===== config.mk =====
export PLATFORM = sky130hd
export DESIGN_NAME = adpcm4_lookahead_encoder
export DESIGN_NICKNAME = d
export VERILOG_FILES = /design/src/rtl/a4la_pkg.sv /design/src/rtl/a4la_node_unit.sv /design/src/rtl/adpcm4_lookahead_encoder.sv
export SDC_FILE = /design/constraint.sdc
export NUM_CORES = 1
export LEC_CHECK = 0
export BUFFER_PORTS_ARGS = -buffer_cell sky130_fd_sc_hd__buf_4
export CAP_MARGIN = 5
export CORE_UTILIZATION = 55
export CTS_CLUSTER_DIAMETER = 30
export DETAILED_ROUTE_END_ITERATION = 7
export PLACE_DENSITY_LB_ADDON = 0.15
export SETUP_SLACK_MARGIN = 0.15
export SLEW_MARGIN = 20
export SYNTH_ARGS = -nofsm -noshare
export SYNTH_HDL_FRONTEND = slang
export SYNTH_SLANG_ARGS = --single-unit

===== constraint.sdc =====
create_clock -name clk -period 22.1 [get_ports clk]
set_input_delay 2.21 -clock clk [delete_from_list [all_inputs] [get_ports clk]]
set_output_delay 2.21 -clock clk [all_outputs]
set_load 0.1 [all_outputs]

===== src/rtl/a4la_pkg.sv =====
// ----------------------------------------------------------------------------
// a4la_pkg
// shared types and constants of the 4-bit adpcm look-ahead encoder
// ----------------------------------------------------------------------------
package a4la_pkg;

  // default look-ahead depth in samples
  localparam int A4LA_LOOKAHEAD_DEF = 2;

  localparam int SAMPLE_W = 8;
  localparam int CODE_W   = 4;
  localparam int STEP_W   = 4;
  localparam int ERR_W    = 18;

  localparam logic [STEP_W-1:0] STEP_RESET = 4'd1;
  localparam logic [STEP_W-1:0] STEP_MAX   = 4'd8;
  localparam logic [2:0]        MAG_DOUBLE = 3'd5;
  localparam logic [CODE_W-1:0] CODE_MAX   = 4'hf;

  // decoder state carried along one search path
  typedef struct packed {
    logic [SAMPLE_W-1:0] pred;
    logic [STEP_W-1:0]   step;
    logic [ERR_W-1:0]    err;
  } a4la_dec_t;

  typedef enum logic [1:0] {
    ST_IDLE,
    ST_RAW,
    ST_SEARCH,
    ST_EMIT
  } a4la_state_t;

endpackage


===== src/rtl/a4la_node_unit.sv =====
// ----------------------------------------------------------------------------
// a4la_node_unit
// shared decoder step: applies one code to a decoder state and adds the
// squared error against the target sample
// ----------------------------------------------------------------------------
module a4la_node_unit import a4la_pkg::*; (
  input  a4la_dec_t           cur,
  input  logic [CODE_W-1:0]   code,
  input  logic [SAMPLE_W-1:0] target,
  output a4la_dec_t           nxt
);

  logic [2:0]          mag;
  logic [6:0]          delta;
  logic [8:0]          sum;
  logic [SAMPLE_W-1:0] p_new;
  logic [STEP_W-1:0]   s_new;
  logic [SAMPLE_W-1:0] diff;
  logic [15:0]         sq;

  // delta = magnitude * step + step / 2
  assign mag   = code[2:0];
  assign delta = 7'({4'b0, mag} * {3'b0, cur.step}) + {4'b0, cur.step[3:1]};
  assign sum   = {1'b0, cur.pred} + {2'b0, delta};

  // saturating prediction update
  always_comb begin
    if (code[3]) begin
      p_new = sum[8] ? 8'hff : sum[7:0];
    end else begin
      p_new = ({1'b0, delta} > cur.pred) ? 8'h00 : (cur.pred - {1'b0, delta});
    end
  end

  // step adaptation, both tests on the incoming step
  always_comb begin
    s_new = cur.step;
    if (mag == 3'd0 && cur.step > STEP_RESET) begin
      s_new = {1'b0, cur.step[3:1]};
    end
    if (mag >= MAG_DOUBLE && cur.step < STEP_MAX) begin
      s_new = {cur.step[2:0], 1'b0};
    end
  end

  // squared error accumulation
  assign diff = (p_new > target) ? (p_new - target) : (target - p_new);
  assign sq   = {8'b0, diff} * {8'b0, diff};

  assign nxt.pred = p_new;
  assign nxt.step = s_new;
  assign nxt.err  = cur.err + {2'b0, sq};

endmodule


===== src/rtl/adpcm4_lookahead_encoder.sv =====
// ----------------------------------------------------------------------------
// adpcm4_lookahead_encoder
// 4-bit adpcm encoder with exhaustive depth-first code search over a group
// of LOOKAHEAD samples, one decoder step per cycle
// ----------------------------------------------------------------------------
//  channel | ports                                          | direction
//  --------+------------------------------------------------+----------
//  input   | in_valid, in_stall, in_sample, in_first        | in
//  result  | out_valid, out_stall, out_value, out_is_raw,   | out
//          | out_group_error, out_last                      |
//
//  a sample that completes a group holds the input for the search over the
//  code tree, one node per cycle through the shared decoder unit, and for
//  the emit of the chosen codes. a seed holds the input while it goes out
//  raw through ST_RAW; a buffered or ignored sample is taken in ST_IDLE.
//  codes go out through one output register; out_stall holds it and the
//  emit sequence. reset is synchronous, active low; the buffer needs none.
// ----------------------------------------------------------------------------
module adpcm4_lookahead_encoder import a4la_pkg::*; #(
  parameter int LOOKAHEAD = A4LA_LOOKAHEAD_DEF
) (
  input  logic                clk,
  input  logic                rst_n,
  input  logic                in_valid,
  output logic                in_stall,
  input  logic [SAMPLE_W-1:0] in_sample,
  input  logic                in_first,
  output logic                out_valid,
  input  logic                out_stall,
  output logic [SAMPLE_W-1:0] out_value,
  output logic                out_is_raw,
  output logic [ERR_W-1:0]    out_group_error,
  output logic                out_last
);

  localparam int IW  = (LOOKAHEAD > 1) ? $clog2(LOOKAHEAD) : 1;
  localparam int CBW = CODE_W * LOOKAHEAD;
  localparam logic [IW-1:0] LV_LAST = IW'(LOOKAHEAD - 1);

  a4la_state_t         state_r, state_nxt;
  logic [SAMPLE_W-1:0] pred_r, pred_nxt;
  logic [STEP_W-1:0]   step_r, step_nxt;
  logic                seeded_r, seeded_nxt;
  logic [IW-1:0]       fill_r, fill_nxt;
  logic [IW-1:0]       lv_r, lv_nxt;
  logic [IW-1:0]       emit_r, emit_nxt;
  logic                out_valid_r, out_valid_nxt;

  logic [SAMPLE_W-1:0] buf_r [LOOKAHEAD];
  logic [SAMPLE_W-1:0] buf_nxt [LOOKAHEAD];
  a4la_dec_t           stk_r [LOOKAHEAD];
  a4la_dec_t           stk_nxt [LOOKAHEAD];
  logic [CBW-1:0]      combo_r, combo_nxt;
  logic [CBW-1:0]      best_r, best_nxt;
  logic [ERR_W-1:0]    best_err_r, best_err_nxt;
  logic [SAMPLE_W-1:0] out_value_r, out_value_nxt;
  logic                out_is_raw_r, out_is_raw_nxt;
  logic [ERR_W-1:0]    out_err_r, out_err_nxt;
  logic                out_last_r, out_last_nxt;

  logic [CODE_W-1:0]   cdig [LOOKAHEAD];
  logic [CODE_W-1:0]   bdig [LOOKAHEAD];
  logic [IW-1:0]       carry_lv;
  logic                out_free;

  a4la_dec_t           node_cur;
  a4la_dec_t           node_nxt;
  logic [CODE_W-1:0]   node_code;
  logic [SAMPLE_W-1:0] node_target;

  // split candidate and best code words into digits, first code on top
  always_comb begin
    for (int k = 0; k < LOOKAHEAD; k++) begin
      cdig[k] = combo_r[CODE_W*(LOOKAHEAD-1-k) +: CODE_W];
      bdig[k] = best_r[CODE_W*(LOOKAHEAD-1-k) +: CODE_W];
    end
  end

  // deepest level whose digit still counts up; search resumes there
  always_comb begin
    carry_lv = '0;
    for (int k = 0; k < LOOKAHEAD; k++) begin
      if (cdig[k] != CODE_MAX) begin
        carry_lv = IW'(k);
      end
    end
  end

  // operand select for the shared decoder unit
  always_comb begin
    if (state_r == ST_EMIT) begin
      node_cur.pred = pred_r;
      node_cur.step = step_r;
      node_cur.err  = '0;
      node_code     = bdig[emit_r];
      node_target   = '0;
    end else begin
      node_cur    = stk_r[lv_r];
      node_code   = cdig[lv_r];
      node_target = buf_r[lv_r];
    end
  end

  a4la_node_unit u_node (
    .cur    (node_cur),
    .code   (node_code),
    .target (node_target),
    .nxt    (node_nxt)
  );

  assign out_free = !out_valid_r || !out_stall;
  assign in_stall = (state_r != ST_IDLE);

  // sequencer: next state and datapath updates
  always_comb begin
    state_nxt      = state_r;
    pred_nxt       = pred_r;
    step_nxt       = step_r;
    seeded_nxt     = seeded_r;
    fill_nxt       = fill_r;
    lv_nxt         = lv_r;
    emit_nxt       = emit_r;
    buf_nxt        = buf_r;
    stk_nxt        = stk_r;
    combo_nxt      = combo_r;
    best_nxt       = best_r;
    best_err_nxt   = best_err_r;
    out_value_nxt  = out_value_r;
    out_is_raw_nxt = out_is_raw_r;
    out_err_nxt    = out_err_r;
    out_last_nxt   = out_last_r;
    out_valid_nxt  = out_valid_r && out_stall;

    case (state_r)
      ST_IDLE: begin
        if (in_valid) begin
          if (in_first) begin
            // new stream: reseed and drop any partial group
            pred_nxt   = in_sample;
            step_nxt   = STEP_RESET;
            fill_nxt   = '0;
            seeded_nxt = 1'b1;
            state_nxt  = ST_RAW;
          end else if (seeded_r) begin
            buf_nxt[fill_r] = in_sample;
            if (fill_r == LV_LAST) begin
              fill_nxt        = '0;
              stk_nxt[0].pred = pred_r;
              stk_nxt[0].step = step_r;
              stk_nxt[0].err  = '0;
              lv_nxt          = '0;
              combo_nxt       = '0;
              best_err_nxt    = '1;
              state_nxt       = ST_SEARCH;
            end else begin
              fill_nxt = fill_r + IW'(1);
            end
          end
        end
      end

      ST_RAW: begin
        if (out_free) begin
          out_valid_nxt  = 1'b1;
          out_value_nxt  = pred_r;
          out_is_raw_nxt = 1'b1;
          out_err_nxt    = '0;
          out_last_nxt   = 1'b1;
          state_nxt      = ST_IDLE;
        end
      end

      ST_SEARCH: begin
        if (lv_r != LV_LAST) begin
          // inner node: push state one level down
          stk_nxt[lv_r + IW'(1)] = node_nxt;
          lv_nxt                 = lv_r + IW'(1);
        end else begin
          // leaf: keep the first sequence with the least error
          if (node_nxt.err < best_err_r) begin
            best_err_nxt = node_nxt.err;
            best_nxt     = combo_r;
          end
          if (&combo_r) begin
            emit_nxt  = '0;
            state_nxt = ST_EMIT;
          end else begin
            combo_nxt = combo_r + CBW'(1);
            lv_nxt    = carry_lv;
          end
        end
      end

      ST_EMIT: begin
        // replay chosen codes through the decoder unit
        if (out_free) begin
          out_valid_nxt  = 1'b1;
          out_value_nxt  = {4'b0, bdig[emit_r]};
          out_is_raw_nxt = 1'b0;
          out_err_nxt    = best_err_r;
          out_last_nxt   = (emit_r == LV_LAST);
          pred_nxt       = node_nxt.pred;
          step_nxt       = node_nxt.step;
          if (emit_r == LV_LAST) begin
            state_nxt = ST_IDLE;
          end else begin
            emit_nxt = emit_r + IW'(1);
          end
        end
      end

      default: begin
        state_nxt = ST_IDLE;
      end
    endcase
  end

  // control registers
  always_ff @(posedge clk) begin
    if (!rst_n) begin
      state_r     <= ST_IDLE;
      pred_r      <= '0;
      step_r      <= STEP_RESET;
      seeded_r    <= 1'b0;
      fill_r      <= '0;
      lv_r        <= '0;
      emit_r      <= '0;
      out_valid_r <= 1'b0;
    end else begin
      state_r     <= state_nxt;
      pred_r      <= pred_nxt;
      step_r      <= step_nxt;
      seeded_r    <= seeded_nxt;
      fill_r      <= fill_nxt;
      lv_r        <= lv_nxt;
      emit_r      <= emit_nxt;
      out_valid_r <= out_valid_nxt;
    end
  end

  // payload registers
  always_ff @(posedge clk) begin
    buf_r        <= buf_nxt;
    stk_r        <= stk_nxt;
    combo_r      <= combo_nxt;
    best_r       <= best_nxt;
    best_err_r   <= best_err_nxt;
    out_value_r  <= out_value_nxt;
    out_is_raw_r <= out_is_raw_nxt;
    out_err_r    <= out_err_nxt;
    out_last_r   <= out_last_nxt;
  end

  assign out_valid       = out_valid_r;
  assign out_value       = out_value_r;
  assign out_is_raw      = out_is_raw_r;
  assign out_group_error = out_err_r;
  assign out_last        = out_last_r;

`ifndef SYNTHESIS
  // step only ever takes the values 1, 2, 4 or 8
  a_step_pow2: assert property (@(posedge clk) disable iff (!rst_n)
    $onehot(step_r) && (step_r <= STEP_MAX))
    else $error("step size left its power-of-two range");

  // a raw seed is a single transfer with no error
  a_raw_single: assert property (@(posedge clk) disable iff (!rst_n)
    out_valid && out_is_raw |-> out_last && (out_group_error == '0))
    else $error("raw transfer without last or with nonzero error");

  // the search always finds a sequence before codes go out
  a_best_found: assert property (@(posedge clk) disable iff (!rst_n)
    (state_r == ST_EMIT) |-> (best_err_r != '1))
    else $error("emit started without a best sequence");

  // the search ends only after the last candidate
  a_search_end: assert property (@(posedge clk) disable iff (!rst_n)
    (state_r == ST_SEARCH) && (state_nxt == ST_EMIT) |-> (&combo_r) && (lv_r == LV_LAST))
    else $error("search left before the last leaf");
`endif

endmodule

==> run metrics <==
io pins=43; Worst setup EP type=register; multi-input combinational cell area=~0.006 mm2; top fanout value on the critical path=54; DRT iter0 DRCs=632; Crit Path Category=reg -> reg; non-filler cells in the finished layout=around 1400; number of H-tree levels=4; Final Hold Fails=0; Peak VDD IR=134 uV; fin crit share=64.0%; final setup fails=0; drt first pass iters=5; GP Congestion=0.936; Pleak=5.06 nW; Post-synth EDFFs=138; Cell Pwr Density=114 mW/mm2; Rows=51; Setup TNS Final=0 ns; Initial Utilization=a little under three fifths; status=finished, final reports clean; DRC Markers=0; All-Layer GR Usage=25.9%; Die ar.=0.0210 mm2; fraction of layout cells with a size suffix above 1=11.0%; max-slew violations=0; RSZ-0062 raised after global routing=false; initial antenna violation count=0; Placed Cells=1358; antenna diode count=0; reg2reg path depth=50; most frequent CP cell=ha_1; CP max-delay cell=a2111oi_0; Fill cells=between 1500 and 2000; Post-Syn Nets=1242; area grow syn2layout=9.92%; Synth Area per Inst=10.4 um2; CTS Buf Count=17; most frequent cell after synthesis=edfxtp_1; Die Wd=around 140 um; Layout Skew=slightly above 0.01 ns; post-synthesis cell count=1083; Die Ht=145 um; number of gates resized after cts=0; number of global-route vias before repair=between 7000 and 8000; sequential fraction of the synthesis area=40.3%; share of the synthesized area in the top cell type=36.9%; Antenna Nets Post-Route=0; residual overflow from global routing=0; clk sinks=157; max-cap violations=0; vias per std cell=5.62; Yosys top cell by area=edfxtp_1; IO buf count=42; CP Data Required Time=22.15 ns; Cell Area, Synth=0.0112 mm2; Routed WL=25400 um; core region area=0.0197 mm2; Nets=1271; Min-Delay Path Class=reg -> reg; clk_lat worst skew=0.43 ns; Via Count=7818; global-route wire length before repair=40600 um; Setup Buffers After CTS=0; wire per inst=18.3 um; Post-CTS Hold Buffers=0; ys async rst share=0%; Ys Warns=0; reg-to-reg startpoint=state_r[1]; Post-synth top flop=edfxtp_1; Worst Path Arrival=between 10 and 15 ns; FF+latch count, synth=approximately 160; Root Driver=clkbuf_16; CP startpoint=state_r[1]; flop-to-flop setup slack=7.97 ns; Tmin final=14.13 ns; CP endpoint=best_err_r[1]; most frequent cells after synthesis=138 x edfxtp_1, 129 x inv_1, 115 x nor2_1; Slew HR=34.8%; dpl hpwl=18800 um; Least-Margin Pin Slew=between 0.9 and 1 ns; fmax=around 70 MHz; synth top area cells=edfxtp_1 37%, ha_1 11%, fa_1 8.0%, inv_1 4.3%, nor2_1 3.8%; largest net degree at the start of global routing=55; reg2reg end=best_err_r[1]; Worst-path clk slew=0.06 ns; CTS tree=built; Critical Path Start Type=register; Distinct cells, synth=69; Bufs on Longest Clock Path=2; Seq. cell area=approximately 0.0045 mm2; Worst path max stage delay=0.82 ns
## where the power goes
group	internal [mW]	total, mW	switching, mW
registers	0.352	0.355	0.00284
clock network	0.166	0.291	0.125
logic	0.322	0.767	0.445
## area by class of cell
| cell class | count | area share [%] |
|---|---|---|
| multi-input combinational | 754 | 48.9 |
| sequential | 157 | 36.7 |
| inverter | 133 | 4.07 |
| clock buffer | 18 | 3.48 |
| timing repair buffer | 49 | 2.98 |
| tap | 265 | 2.69 |
| clock inverter | 14 | 1.18 |
## worst min path at each step
stage / startpoint / end / cells past startpoint
after floorplan: step_r[1] / step_r[1] / 2
after global routing: step_r[1] / step_r[1] / 2
after CTS: step_r[1] / step_r[1] / 2
after global placement: step_r[1] / step_r[1] / 2
after detailed placement: step_r[1] / step_r[1] / 2
final: step_r[1] / step_r[1] / 2
## metal layers
metal	vias to the layer above	track usage, %	wire length [um]
met5	-	0	0
met4	0	5.82	241
met3	18	3.55	1280
met2	244	39.5	11300
met1	3778	38.8	12500
li1	3778	-	-
## flip-flops by register name (all words and copies together) (netlist names), 2 cells and up
name,count
bdig,8
best_err_r,18
buf_r,16
cdig,8
out_group_error,18
out_value,8
pred_r,8
state_r,2
step_r,4
stk_r,60
## metrics by stage
| step | setup slack (ns) | instance area (um2) | hold slack (ns) | util (%) | total power, mW |
|---|---|---|---|---|---|
| after floorplan | 9.58 | 11200 | 0.445 | - | 0.923 |
| after global placement | 8.54 | 11800 | 0.469 | 59.7 | 1.10 |
| after detailed placement | 8.20 | 11800 | 0.483 | 59.7 | 1.12 |
| after CTS | 8.05 | 12300 | 0.493 | 62.6 | 1.41 |
| after global routing | 7.06 | 12300 | 0.519 | 62.6 | 1.51 |
| final | 7.97 | 12300 | 0.500 | 62.6 | 1.41 |
## worst max-delay path: cells and delay by family, from the launching register on
family          cells  cell delay, ns
flops               1            0.52
buf+inv             7            1.08
fa+ha+maj          11            4.76
mux                 1            0.42
compound gates     16            4.68
simple gates       11            1.42
xor+xnor            4            0.83
## kinds of logic after synthesis
| logic type | synth area share [%] |
|---|---|
| muxes | 5.46 |
| DFF | 40.3 |
| AOI/OAI and AO/OA | 11.3 |
| xor gates and xnor gates | 3.32 |
| and+or+nand+nor | 14.2 |
| buffers and inverters | 6.15 |
| adders and majority gates | 19.3 |
## placed cells by master, fill, tap and decap left out, types with 6 or more instances in the layout
cell | synthesis | final
edfxtp_1 | 138 | 138
inv_1 | 129 | 129
nor2_1 | 115 | 114
ha_1 | 101 | 101
a21oi_1 | 52 | 52
nand2_1 | 51 | 51
buf_4 | 1 | 49
and2_1 | 48 | 47
fa_1 | 45 | 45
mux2i_1 | 41 | 41
xnor2_1 | 26 | 26
nand2b_1 | 23 | 23
o21ai_0 | 25 | 22
a21o_1 | 20 | 20
dfxtp_1 | 19 | 18
o21a_1 | 17 | 17
clkbuf_16 | 0 | 17
mux2_2 | 16 | 16
nor3_1 | 16 | 16
nand3_1 | 15 | 15
o21ai_1 | 9 | 11
nor2b_1 | 11 | 11
xor2_1 | 11 | 11
and3_1 | 9 | 9
o21bai_1 | 7 | 7
a31oi_1 | 6 | 6
Power figures use the tool's default switching activity.
